===== config.mk =====
export PLATFORM = sky130hd
export DESIGN_NAME = swm_ring
export DESIGN_NICKNAME = d
export VERILOG_FILES = /design/src/swm_pkg.sv /design/src/swm_ring.sv
export SDC_FILE = /design/constraint.sdc
export NUM_CORES = 2
export LEC_CHECK = 0
export BUFFER_PORTS_ARGS = -buffer_cell sky130_fd_sc_hd__buf_2
export CAP_MARGIN = 30
export CORE_MARGIN = 4
export CORE_UTILIZATION = 47
export CTS_CLUSTER_DIAMETER = 100
export DETAILED_ROUTE_END_ITERATION = 8
export PLACE_DENSITY = 0.73
export SKIP_CTS_REPAIR_TIMING = 1
export SLEW_MARGIN = 30
export SYNTH_ARGS = -nofsm -noshare
export SYNTH_HDL_FRONTEND = slang
export SYNTH_SLANG_ARGS = --single-unit

===== constraint.sdc =====
create_clock -name clk_i -period 7.4 [get_ports clk_i]
set_input_delay 0.74 -clock clk_i [delete_from_list [all_inputs] [get_ports clk_i]]
set_output_delay 0.74 -clock clk_i [all_outputs]
set_load 0.02 [all_outputs]

===== src/swm_pkg.sv =====
// Shared types and constants for the sliding window median filter.
`timescale 1ns / 1ps
`default_nettype none

package swm_pkg;

  localparam int unsigned SAMPLE_W = 32;
  localparam int unsigned WIN_W    = 7;
  localparam int unsigned OUT_W    = 33;

  localparam logic [WIN_W-1:0] WIN_RESET = WIN_W'(3);

  // What one cell shows its neighbours: its value and its two decision flags.
  typedef struct packed {
    logic                       valid;
    logic                       gt;     // value lies above the new sample
    logic                       rm;     // at or right of the evicted entry
    logic signed [SAMPLE_W-1:0] value;
  } swm_link_t;

  localparam swm_link_t LINK_LEFT_EDGE  = '{valid: 1'b1, gt: 1'b0, rm: 1'b0, value: '0};
  localparam swm_link_t LINK_RIGHT_EDGE = '{valid: 1'b0, gt: 1'b1, rm: 1'b1, value: '0};

  typedef enum logic [1:0] {
    ST_IDLE,
    ST_SHIFT,
    ST_SELECT,
    ST_SUM
  } swm_state_e;

endpackage : swm_pkg

`default_nettype wire


===== src/swm_ring.sv =====
// Arrival-order ring memory: one port, read of the old word while writing the new.
`timescale 1ns / 1ps
`default_nettype none

module swm_ring #(
  parameter int unsigned DEPTH = 64
) (
  input  wire logic                                       clk_i,
  input  wire logic                                       we_i,
  input  wire logic [(DEPTH > 1 ? $clog2(DEPTH) : 1)-1:0] addr_i,
  input  wire logic signed [swm_pkg::SAMPLE_W-1:0]        wdata_i,
  output logic signed [swm_pkg::SAMPLE_W-1:0]             rdata_o
);
  import swm_pkg::*;

  logic signed [SAMPLE_W-1:0] mem [DEPTH];
  logic signed [SAMPLE_W-1:0] rdata_q;

  always_ff @(posedge clk_i) begin
    if (we_i) begin
      rdata_q      <= mem[addr_i];
      mem[addr_i]  <= wdata_i;
    end
  end

  assign rdata_o = rdata_q;

endmodule : swm_ring

`default_nettype wire


Word level (Yosys, flattened, before mapping)
Memory sizes are Yosys's and may differ from the RTL's. A register that Yosys moved wholly into a read port is not among the register bits.
Cells that the tools add are included.
{"block": "word_totals", "out_inout_bits": 32, "mem_bits_rw": 2048, "mem_count": 1, "inputBits": 40, "ff_bits": 0, "elab_cells": 3}
{"block": "op_classes", "muxes": 2}
{"name": "mem", "depth": 64, "width": 32, "rd": 1, "rd_ports_with_merged_regs": 1, "write_ports": 1, "line": "swm_ring.sv:16", "text": "logic signed [SAMPLE_W-1:0] mem [DEPTH];"}
{"cell": "1-bit 2-to-1 mux", "count": 2}

Longest topological paths before layout
{"block": "logic_depth", "word_depth": 2, "depth_mapped": 13, "mapped_depth_nobuf": 6}

Least setup slack after synthesis
Ideal clock, no wire load.
{"block": "synth_timing", "path_type": "in2reg", "startpoint": "input addr_i[2] (netlist bit)", "endpoint": "memory mem[15][0], enable pin", "arrival_time_ns": 3.558, "path_slack_ns": 3.421, "stages": 8, "path_cell_list": "buf_2 > buf_2 > buf_2 > buf_2 > buf_2 > buf_2 > nand3_1 > nor2_1"}
{"item": "start: declaration", "line": "swm_ring.sv:10", "text": "input wire logic [(DEPTH > 1 ? $clog2(DEPTH) : 1)-1:0] addr_i,"}
{"item": "end: declaration", "line": "swm_ring.sv:16"}
Straight into the memory's write port.

==> run summary <==
Internal power = 19000 uW
Net Sw Frac = 21.6%
DR pass1 iterations = 8
Flop and latch count out of synthesis = 2080
DIE AREA = 0.175 mm2
Top_reg_cell synth = edfxtp_1
Row count = 150
Detailed-route wire length = 211000 um
Total gr overflow = 0
Max_cap viols = 0
Worst slew pin tran = 1010 ps
Hpwl dp = 117000 um
Seq pwr share = 54.1%
Netlist cell types = 55
Leakage = 0.0285 uW
Data required, critical path = 7930 ps
Gr usage total = 23.9%
Vias per cell = 6.50
Post-route cell area = 0.0893 mm2
Pwr Density = 272 mW/mm2
Vias in the first global route = 42.6k
Wirelength per Cell = 31.4 um
HP Class = in2reg
Htree depth = 4
Skew-Pair Late Insertion Delay = 830 ps
Post-synthesis mux area share = 8.09%
Critical-path maximum fanout = 78
Max Clock Skew = 37.0 ps
Adder-Cell Fraction of Synth Area = 0%
Total negative slack = 0 ps
Period minus WS final = 4230 ps
Dpl cell area = 0.0829 mm2
CP Launch Type = input pin
Number of port buffers = 71
Syn nets = 4279
# DRC = 0
Die width = 419 um
Outcome = complete, no violations
Post-synth top area share = 78.8%
Dpl ws = 2360 ps
Clock Sink Count = 2080
CP Class = in2reg
Xor/xnor share of the synthesized area = 0%
Die Ht = 419 um
Clock buffer count from CTS = 197
Clock transition at path regs = 60 ps
Layout Area Growth over Synthesis = 12.7%
Post-synth EDFFs = 2080
Antenna violations before repair = 10
Max Slew Vio Count = 0
Ys async rst share = 0%
TritonCTS clock tree = yes
Warnings, synthesis = 0
Cell mode on critical path = buf_4
Final worst slack = 3170 ps
Global-route wire length before repair = 305000 um
I/O Pins = 72
Simple-Gate Fraction of Synth Area = 2.79%
CP Data Arrival Time = 4760 ps
RSZ-0062 raised after global routing = false
Clock root cell = clkbuf_16
Net Switching = 5240 uW
Mapped Cells = 4239
CTS Buffer Depth = 3
Clock group share of total power = 40.8%
Synthesized area = 0.0792 mm2
Register area share after synthesis = 78.8%
Largest net degree at the start of global routing = 125
Delay-heaviest family, CP = buffers and inverters
Combinational group share of total power = 5.1%
DR vias = 43.7k
CP endpoint kind = flop
CP max stage cell = a2111oi_1
Combinational family with the most area after synthesis = compound AO/OA/AOI/OAI gates
Largest stage delay, worst path = 880 ps
Final Hold Viols = 0
Syn avg cell area = 18.7 um2
Placer Congestion = 0.851
Initial DRC count = 7352
Core Box Area = 0.167 mm2
Leading area contributor after synthesis = edfxtp_1
Starting Density = 47.3%
Buf/Inv on CP = 3
Nets@finish = 4398
Crit share post-route = 57.1%
Crit-path cells = buf_8, buf_4, nor2_4, buf_4, and3_1, nor4_1, a31oi_1, a2111oi_1, nand3_1
Final ANT Viol Nets = 0
Max frequency = 0.236 GHz
Slew margin rel. = 30.8%
Peak VDD IR = 0.000314 V
Share of layout cells above drive strength 1 = 18.3%
Top post-synthesis cells by area = edfxtp_1 79%, mux2i_1 3.3%, mux4_2 2.7%
Final setup vio count = 0
Complex-gate fraction of the synthesized area = 8.63%
## kinds of logic after synthesis
group,after synthesis
AOI/OAI and AO/OA,933
buffers and inverters,300
muxes,502
DFF,2080
and+or+nand+nor,424
## path summary, 6_finish.rpt
kind | cells past startpoint | to | startpoint | slack [ps]
worst max-delay path | 9 | rdata_o[22]$_DFFE_PP_ | addr_i[0] | 3170
worst max register to register | 5 | rdata_o[27]$_DFFE_PP_ | mem[23][27]$_DFFE_PP_ | 4630
worst min register to register | 3 | rdata_o[27]$_DFFE_PP_ | mem[32][27]$_DFFE_PP_ | 710
worst min-delay path | 1 | mem[27][26]$_DFFE_PP_ | wdata_i[26] | 440
## layout make-up
| class | count | area (um2) |
|---|---|---|
| fillers | 12700 | 78100 |
| flip-flops and latches | 2080 | 62500 |
| multi-input cells | 1859 | 16100 |
| clock buffers | 239 | 5130 |
| well taps | 2204 | 2760 |
| repair buffers | 218 | 1650 |
| clock inverters | 117 | 1170 |
| inverters | 2 | 15.0 |
| diodes | 4 | 10.0 |
## cells in the mapped netlist (4+ instances only)
cell type / count
a221oi_1: 175
a21oi_1: 121
mux2i_1: 259
edfxtp_1: 2080
nor3_1: 22
nand3_1: 54
o221ai_1: 6
nand2b_1: 18
buf_4: 8
o21ai_0: 84
a221o_1: 15
nor2_1: 145
a222oi_1: 16
clkbuf_1: 168
or4_1: 15
a211oi_1: 17
a22oi_1: 188
o22ai_1: 93
buf_2: 83
a31oi_1: 43
o2bb2ai_1: 15
a2111oi_0: 15
or4b_1: 14
nand2_1: 28
nor2b_1: 8
mux2_2: 147
o22a_1: 70
nor4_1: 14
and3_1: 85
buf_1: 33
or3_1: 4
mux4_2: 96
and2_1: 5
a22o_1: 66
## cell usage in the layout (no fill, tap or decap), types with 53 or more instances in the layout
cell type / count
a21oi_1: 121
a221oi_1: 175
a22o_1: 66
a22oi_1: 188
and3_1: 85
buf_2: 61
buf_4: 144
clkbuf_16: 199
edfxtp_1: 2080
mux2_2: 147
mux2i_1: 259
mux4_2: 96
nand3_1: 53
nor2_1: 75
nor2_4: 67
o21ai_0: 84
o22a_1: 70
o22ai_1: 93
## per-stage QoR
stage,std cells,utilization [%],power (uW),hold WS (ps)
floorplan,4239,-,14000,640
global placement,6359,49.5,14600,670
detailed placement,6361,49.5,14600,681
CTS,6717,53.3,24300,408
global route,6719,53.3,24900,447
finish,6723,53.3,24300,435
## registers in the layout, indices dropped and copies added (netlist names)
name,count
rdata_o,32
mem,2048
## power groups by stage
stage	clock network [uW]	logic [uW]	registers, uW
2_1_floorplan	0	624	13400
3_3_place_gp	0	1180	13400
3_5_place_dp	0	1210	13400
4_1_cts	9990	1220	13100
5_1_grt	10500	1290	13100
6_report	9900	1230	13100
## layer usage
metal	GRT usage, %	part of all wire (%)	up-vias
met4	10.5	4.9	4
met1	33.6	37	22300
met2	36.8	47	3029
li1	-	-	17900
met5	0	0.013	-
met3	4.33	11	497
(Power assumes the default switching activity.)
