## config.mk

```make
export PLATFORM = sky130hd
export DESIGN_NAME = swm_cell
export DESIGN_NICKNAME = d
export VERILOG_FILES = /design/src/swm_pkg.sv /design/src/swm_cell.sv
export SDC_FILE = /design/constraint.sdc
export NUM_CORES = 1
export LEC_CHECK = 0
export ABC_AREA = 1
export BUFFER_PORTS_ARGS = -buffer_cell sky130_fd_sc_hd__buf_4
export CAP_MARGIN = 5
export CORE_ASPECT_RATIO = 0.8
export CORE_MARGIN = 3
export CORE_UTILIZATION = 26
export CTS_CLUSTER_SIZE = 8
export DETAILED_ROUTE_END_ITERATION = 12
export GPL_TIMING_DRIVEN = 0
export HOLD_SLACK_MARGIN = 0.12
export SKIP_LAST_GASP = 1
export SYNTH_ARGS = -nofsm -noshare
export SYNTH_HDL_FRONTEND = slang
export SYNTH_SLANG_ARGS = --single-unit
```

## constraint.sdc

```tcl
create_clock -name clk_i -period 5.1 [get_ports clk_i]
set_input_delay 0.255 -clock clk_i [delete_from_list [all_inputs] [get_ports clk_i]]
set_output_delay 0.255 -clock clk_i [all_outputs]
set_load 0.02 [all_outputs]
```

## src/swm_pkg.sv

```systemverilog
// Shared types and constants for the sliding window median filter.
`timescale 1ns / 1ps
`default_nettype none

package swm_pkg;

  localparam int unsigned SAMPLE_W = 32;
  localparam int unsigned WIN_W    = 7;
  localparam int unsigned OUT_W    = 33;

  localparam logic [WIN_W-1:0] WIN_RESET = WIN_W'(3);

  // What one cell shows its neighbours: its value and its two decision flags.
  typedef struct packed {
    logic                       valid;
    logic                       gt;     // value lies above the new sample
    logic                       rm;     // at or right of the evicted entry
    logic signed [SAMPLE_W-1:0] value;
  } swm_link_t;

  localparam swm_link_t LINK_LEFT_EDGE  = '{valid: 1'b1, gt: 1'b0, rm: 1'b0, value: '0};
  localparam swm_link_t LINK_RIGHT_EDGE = '{valid: 1'b0, gt: 1'b1, rm: 1'b1, value: '0};

  typedef enum logic [1:0] {
    ST_IDLE,
    ST_SHIFT,
    ST_SELECT,
    ST_SUM
  } swm_state_e;

endpackage : swm_pkg

`default_nettype wire

```

## src/swm_cell.sv

```systemverilog
// One cell of the sorted chain: holds one window value and its valid bit.
`timescale 1ns / 1ps
`default_nettype none

module swm_cell (
  input  wire logic                                        clk_i,
  input  wire logic                                        rst_ni,
  input  wire logic                                        clear_i,
  input  wire logic                                        shift_i,
  input  wire logic                                        evict_en_i,
  input  wire logic signed [swm_pkg::SAMPLE_W-1:0]         sample_i,
  input  wire logic signed [swm_pkg::SAMPLE_W-1:0]         evict_i,
  input  wire swm_pkg::swm_link_t                          left_i,
  input  wire swm_pkg::swm_link_t                          right_i,
  output swm_pkg::swm_link_t                               link_o
);
  import swm_pkg::*;

  logic                       valid_q, valid_d;
  logic signed [SAMPLE_W-1:0] value_q, value_d;
  swm_link_t                  own;
  swm_link_t                  b_self;
  swm_link_t                  b_left;

  always_comb begin
    own.valid = valid_q;
    own.value = value_q;
    own.gt    = !valid_q || (value_q > sample_i);
    own.rm    = evict_en_i && (!valid_q || (value_q >= evict_i));
  end

  assign link_o = own;

  // First close the gap left by the evicted entry, then open one for the sample.
  always_comb begin
    b_self  = own.rm ? right_i : own;
    b_left  = left_i.rm ? own : left_i;
    valid_d = b_self.valid;
    value_d = b_self.value;
    if (b_self.gt) begin
      if (!b_left.gt) begin
        valid_d = 1'b1;
        value_d = sample_i;
      end else begin
        valid_d = b_left.valid;
        value_d = b_left.value;
      end
    end
  end

  always_ff @(posedge clk_i or negedge rst_ni) begin
    if (!rst_ni) begin
      valid_q <= 1'b0;
    end else if (clear_i) begin
      valid_q <= 1'b0;
    end else if (shift_i) begin
      valid_q <= valid_d;
    end
  end

  always_ff @(posedge clk_i) begin
    if (shift_i) begin
      value_q <= value_d;
    end
  end

endmodule : swm_cell

`default_nettype wire

```

== Yosys cells after proc, flatten, opt, wreduce, memory -nomap -nowiden ==
Cells that the tools add are included.

* Input bits: 139
* Memories: 0
* RAM bits: 0
* Logic and storage cells: 23
* Bits in read-only memories: 0
* Output and inout bits: 35
* Register bits: 33
* Latch bits: 0

* Mux-type cells: 8
* Magnitude comparators: 2
* Multiply operators: 0
* Equality and inequality tests: 2
* Divide/modulo/power cells: 0
* Reduce and logical (&&, ||, !) cells: 9
* Add/sub/neg operators: 0
* Bitwise operators: 0
* Shift-type cells: 0

{| class="wikitable"
|+ Operators by type and width
! cell !! count
|-
| $mux W35 || 2
|-
| $mux W32 || 2
|-
| $ge A32 B32 Y1 || 1
|-
| $gt A32 B32 Y1 || 1
|-
| $reduce_and A3 Y1 || 2
|-
| $mux W1 || 4
|-
| $ne A4 B4 Y1 const B || 1
|-
| $reduce_bool A2 Y1 || 2
|-
| $ne A3 B3 Y1 const B || 1
|-
| $reduce_bool A3 Y1 || 1
|-
| $logic_or A1 B1 Y1 || 2
|-
| $logic_and A1 B1 Y1 || 1
|-
| $logic_not A1 Y1 || 1
|}

== Logic depth before layout (Yosys ltp) ==
Gate-level depths: netlist of run 1.

* Word-level depth: 8
* Gate-level depth with buffers: 23
* Mapped depth without buffers: 23

== Worst setup path after synthesis of run 1 ==
Ideal clock, no wire load.

* Path kind: reg2reg
* From: register value_q[31]
* To: register value_q[0] (enable)
* Setup time: 0.461 ns
* Stages on the path, launching flop included: 14
* Arrival time: 4.106 ns
* Setup slack: 0.532 ns
* Period minus slack after synthesis: 4.568 ns
* Data required time: 4.639 ns
* Path buffers: 0
* Cell sequence: edfxtp_1 -> ha_1 -> nand2_1 -> nor2_1 -> and2_1 -> and3_1 -> nand2_1 -> nand2_1 -> nand2_1 -> nand3_2 -> nand2_2 -> inv_1 -> nor2_1 -> nor3_1

{| class="wikitable"
|+ RTL lines
! element !! RTL line !! RTL
|-
| start, declared || swm_cell.sv:20 || <nowiki>logic signed [SAMPLE_W-1:0] value_q, value_d;</nowiki>
|-
| start signal, assigned || swm_cell.sv:63 || <nowiki>value_q <= value_d;</nowiki>
|}

== Final worst setup path of run 1 ==
* From: register value_q[13]
* To: register value_q[14] (enable)

* Longest elaborated chain between the ends: 6
* Elaborated cells between the ends (all ways): 10
* Those cells by class: order compare (2); eq/ne (1); mux (2); reduce/logical (5)

{| class="wikitable"
|+ Ends and longest elaborated chain
! element !! RTL line !! RTL
|-
| $ge A32 B32 Y1 || swm_cell.sv:29 || <nowiki>own.rm = evict_en_i && (!valid_q || (value_q >= evict_i));</nowiki>
|-
| $logic_or A1 B1 Y1 || swm_cell.sv:29 ||
|-
| $logic_and A1 B1 Y1 || swm_cell.sv:29 ||
|-
| $mux W35 || swm_cell.sv:36 || <nowiki>b_self = own.rm ? right_i : own;</nowiki>
|-
| $ne A3 B3 Y1 (no line) or $reduce_bool A2 Y1 (tied branches) || n/a ||
|-
| $reduce_and A3 Y1 (no line) (*) || n/a ||
|}

Mark *: on every way between the ends. The rest lies on a longest branch, timed or not. The select of a mux whose other input is x is not followed.
A chain may end at the register's enable or synchronous reset.

==> results.cfg, run 1 <==
[run_status]
status = finished clean

[timing]
hold_violations = 0
setup_viol = 0
setup_ws_ns = 1.91
maxSlewViolCount = 0
max_freq_mhz = 314
skew_ns = 0.00431
worst_pin_slew_ns = 0.632
relSlewSlack = 0.576
rsz0062_at_grt = false
whs_ns = 0.243
period_share = 0.625
post-route-min-period_ns = 3.19

[floorplan]
die_h_um = 113
core_area_sq_mm = 0.0138
rows = 38
start_util = 0.270
die_w_um = 140
io_pins = 174
die_area_sq_mm = 0.0159

[critical_path]
criticalPathCategory = flop to flop
end_kind = flop
cp_max_fo = 10
start_kind = flop
crit_arrival_ns = 3.18
critPathRequiredTime_ns = 5.09

[routing]
wire_per_inst_um = 14.2
via_per_inst = 4.40
drc = 0
first_iter_violations = 151
wirelength_mm = 12.6
via_count = 3920
antenna_left = 0
first_pass_iters = 4

[grt]
grt_max_degree = 12
antenna_found_initial = 0
grt-ovfl-total = 0
grt_pass1_wl_mm = 19.2
grt_pass1_vias = 3710
gr-usage-all-layers = 0.153

[synthesis]
syn_inst = 527
synth_seq_area_share = 0.264
synth_top_area_cell = edfxtp_1
yosys-top-cells-area = edfxtp_1, ha_1, nand2_1
synth.distinct_cells = 32
synth_ff_type = edfxtp_1
ys_ff_latch = 33
netlist_area_sq_mm = 0.00374
yosysWarnings = 0
postSynthAreaPerCell_sq_um = 7.10
synth_top_area_share = 0.257
ys_async_sr_fraction = 0.0303
synth_edf_count = 32
synth_fp_nets = 730

[clocking]
clock_latency_ns = 0.28
postCtsHoldBufs = 1
cts_inserted_buffers = 5
h-tree-depth = 2
cts_tree = yes
clk_pin_slew_worst_paths_ns = 0.06
clockRootBuffer = clkbuf_16
postCtsSetupBuffers = 0
clock_sinks = 33
cts_buffer_depth = 2
cts_resized = 0

[layout]
drive_gt1_frac = 0.303
final_common_cell = buf_4
n_antenna_cell = 0
final_nets = 912
mostFrequentLayoutCells = buf_4, nand2_1, inv_1
area_growth_syn_to_layout_pct = 45.3

[pwr]
p_comb_frac = 0.456
internal-power_uw = 784
p_leak_uw = 0.00300
power.share.clock = 0.237
power_density_mw_per_mm2 = 231
switchingPower_uw = 470
switching_share = 0.375
seq_power_share = 0.307
ir_drop_v = 0.000114

[run]
maxCapViolations = 0

[worst_hold_path]
hold_class = primary input to flop

[place]
place_ws_ns = 1.81
port_buffers = 171
dp_hpwl_mm = 10.7
gp_congestion = 0.820
## cells in the mapped netlist, types with 2 or more instances
cell,n
nand2_1,165
a21oi_1,29
nor2_1,24
nand2_4,2
nand4_1,4
o21a_1,3
o21ai_2,12
a21o_1,3
clkbuf_1,7
o21ai_0,9
o21ai_1,18
ha_1,64
inv_1,82
edfxtp_1,32
nand2_2,5
buf_6,5
nor3_1,2
buf_2,3
buf_4,2
nand3_1,44
## registers in the layout (all words and copies together) (netlist names)
signal   flops
valid_q      1
value_q     32
## area by class of cell
cell class / count / area, sq um
inverters: 84 / 315
multi-input cells: 393 / 2330
clock buffers: 5 / 125
fillers: 1483 / 8400
well taps: 180 / 225
clock inverters: 3 / 12.5
flip-flops and latches: 33 / 986
repair buffers: 175 / 1330
plain buffers: 17 / 113
## stage by stage
stage / total power [uW] / TNS (ns) / std cells / cell area (sq um) / utilization
2_1_floorplan: 724 / 0 / 527 / 3740 / -
3_3_place_gp: 960 / -39.97 / 878 / 5250 / 0.379
3_5_place_dp: 970 / 0 / 881 / 5290 / 0.382
4_1_cts: 1280 / 0 / 890 / 5440 / 0.393
5_1_grt: 1360 / 0 / 890 / 5440 / 0.393
6_report: 1250 / 0 / 890 / 5440 / 0.393
## cell families (layout without fill, tap and decap cells)
family / Yosys count / after routing / share of synthesized area
AND/OR/NAND/NOR: 253 / 253 / 0.289
buffers and inverters: 101 / 284 / 0.114
AO/OA/AOI/OAI: 76 / 76 / 0.119
adder cells (fa/ha/maj): 64 / 64 / 0.214
flip-flops: 33 / 33 / 0.264
## per-layer routing
metal / up-vias / global-route usage / wire length, um
met5: - / 0 / 0
met4: 0 / 0.0219 / 61
met3: 7 / 0.0372 / 907
met2: 140 / 0.233 / 5160
met1: 1683 / 0.225 / 6500
li1: 2090 / - / -
## path summary, 6_finish.rpt
check | cells past startpoint | from | slack, ns | end
max reg2reg | 14 | value_q[13] | 1.91 | value_q[14]
min in group asynchronous | 2 | rst_ni | 0.29 | valid_q
min | 3 | right_i[0] | 0.24 | value_q[0]
max in group asynchronous | 2 | rst_ni | 4.72 | valid_q
min reg2reg | 2 | valid_q | 0.64 | valid_q
max | 14 | value_q[13] | 1.91 | value_q[14]
## power by group through the flow
stage	combinational (uW)	sequential [uW]	clock [uW]
floorplan	298	425	0
global placement	564	396	0
detailed placement	578	392	0
CTS	581	387	312
global route	650	391	317
finish	572	385	298
## critical path, stage by stage, from the launching register on
cell and delay [ns]:
edfxtp_1 0.42, ha_1 0.32, a21oi_1 0.16, o21ai_0 0.10
a21oi_1 0.23, nand2_1 0.12, nand2_1 0.09, nand3_1 0.08
nand3_2 0.12, nand3_1 0.12, inv_1 0.16, nor2_1 0.07
nor3_2 0.48, buf_6 0.23, buf_6 0.18
No activity file was read; power rests on OpenSTA's default activity.
==> run 2: changes to the inputs <==
==> constraint.sdc (replaced) <==
create_clock -name clk_i -period 2.65 [get_ports clk_i]
set_input_delay 0.1325 -clock clk_i [delete_from_list [all_inputs] [get_ports clk_i]]
set_output_delay 0.1325 -clock clk_i [all_outputs]
set_load 0.02 [all_outputs]
==> run 2 against run 1 <==
Net effect:
- the run now ends with negative setup slack left
- non-clock buffer count increased by 49
- maximum frequency increased by 18%
- clock skew increased by 0.0015 ns
- hold slack got worse by 0.12 ns
- critical path depth increased by 2
- final cell count increased by 5.6%
- sequential power increased by 93%
==> results.cfg, run 2 (synthesized netlist as in run 1, its figures left out) <==
[run_status]
status = finished, violations left
violations = negative setup slack

[pwr]
p_comb_frac = 0.514
ir_drop_v = 0.000242
seq_power_share = 0.273
p_leak_uw = 0.00331
switchingPower_uw = 1020
internal-power_uw = 1700
power_density_mw_per_mm2 = 439
total_power_uw = 2720
switching_share = 0.375
power.share.clock = 0.213

[grt]
grt_max_degree = 15
grt_pass1_wl_mm = 20.9
grt_pass1_vias = 4091
antenna_found_initial = 1
gr-usage-all-layers = 0.168
grt-ovfl-total = 0

[place]
dpl_cell_area_sq_mm = 0.00531
gp_congestion = 0.793
dp_hpwl_mm = 10.7
port_buffers = 171
place_inst = 879

[clocking]
cts_inserted_buffers = 5
clockRootBuffer = clkbuf_16
h-tree-depth = 2
cts_buffer_depth = 2
clock_sinks = 33
cts_tree = yes
clk_pin_slew_worst_paths_ns = 0.06
clock_latency_ns = 0.28

[critical_path]
crit_arrival_ns = 2.71
end_kind = flop
cp_max_fo = 7
critPathRequiredTime_ns = 2.65
criticalPathCategory = flop to flop
start_kind = flop

[timing]
maxSlewViolCount = 0
hold_violations = 0
relSlewSlack = 0.569
setup_ws_ns = -0.0535
post-route-min-period_ns = 2.70
max_freq_mhz = 370
period_share = 1.02
skew_ns = 0.00585
setup_viol = 24
worst_pin_slew_ns = 0.647
rsz0062_at_grt = true
setup-tns-final_ns = -0.760

[routing]
wire_per_inst_um = 15.0
wirelength_mm = 14.1
first_iter_violations = 182
antenna_left = 0
via_per_inst = 4.46
drc = 0
first_pass_iters = 7
via_count = 4188

[worst_hold_path]
hold_class = primary input to flop

[layout]
fillers = 1389
top_register = value_q
mostFrequentLayoutCells = buf_4, nand2_1, inv_1
layout.cells.non_filler = 940
largest_reg_flops = 32
area_growth_syn_to_layout_pct = 65.6
final_common_cell = buf_4
drive_gt1_frac = 0.368
largestRegisters = value_q (32), valid_q (1)
final_nets = 961
fin_area_sq_mm = 0.00619

[floorplan]
core_area_sq_mm = 0.0138
io_pins = 174
die_area_sq_mm = 0.0159
die_w_um = 140
die_h_um = 113
rows = 38
start_util = 0.270

[run]
maxCapViolations = 0
run 2: area by class of cell:
cell class	count	area [sq um]	area share
antenna	1	2.50	0.000404
buffer	17	154	0.0248
clock buffer	5	125	0.0202
clock inverter	3	12.5	0.00202
inverter	84	320	0.0517
multi-input combinational	393	2520	0.406
sequential	33	986	0.159
tap	180	225	0.0364
timing repair buffer	224	1850	0.299
run 2: repair_timing:
action	4_1_cts	5_1_grt
gates resized for setup	17	34
hold endpoints to repair	15	0
setup endpoints to repair	50	66
gates cloned	2	3
pin swaps	3	17
hold buffers	15	0
setup buffers	24	8
run 2: worst paths after layout:
kind,slack [ns],start,to,cells after the start
hold / removal,0.13,right_i[22],value_q[22],3
max in group asynchronous,2.41,rst_ni,valid_q,2
hold reg to reg,0.68,valid_q,valid_q,2
setup reg to reg,-0.05,value_q[31],value_q[30],16
min in group asynchronous,0.16,rst_ni,valid_q,2
setup / recovery,-0.05,value_q[31],value_q[30],16
run 2: worst max-delay path, stage by stage, from the launching register on:
cell and delay [ns]:
edfxtp_1 0.45, buf_6 0.16, ha_4 0.28, nand2_4 0.05, nor2_4 0.10, and2_4 0.14
and3_4 0.18, nand2_2 0.05, nand2_1 0.05, nand2_1 0.06, nand3_2 0.12, nand2_2 0.10
inv_4 0.06, nor2_2 0.04, nor3_4 0.20, buf_6 0.19, clkbuf_16 0.17
run 2: routing by layer:
layer / up-vias / global-route usage / part of all wire
li1: 2193 / - / -
met1: 1841 / 0.242 / 0.50
met2: 140 / 0.259 / 0.42
met3: 14 / 0.0376 / 0.072
met4: 0 / 0.0323 / 0.0080
met5: - / 0 / 0
run 2: through the flow:
| step | util | setup WS (ns) | hold WS, ns |
|---|---|---|---|
| 5_1_grt | 0.448 | -0.189 | 0.124 |
| 4_1_cts | 0.426 | -0.0768 | 0.121 |
| 3_5_place_dp | 0.384 | -0.780 | -0.0911 |
| 2_1_floorplan | - | -0.372 | -0.163 |
| 6_report | 0.448 | -0.0535 | 0.128 |
| 3_3_place_gp | 0.383 | -1.11 | -0.0916 |
run 2: power groups by stage:
stage / logic [uW] / clock network [uW] / registers (uW)
final: 1400 / 581 / 743
after global routing: 1560 / 621 / 752
after CTS: 1280 / 598 / 741
after detailed placement: 1120 / 0 / 760
after global placement: 1100 / 0 / 760
after floorplan: 588 / 0 / 819
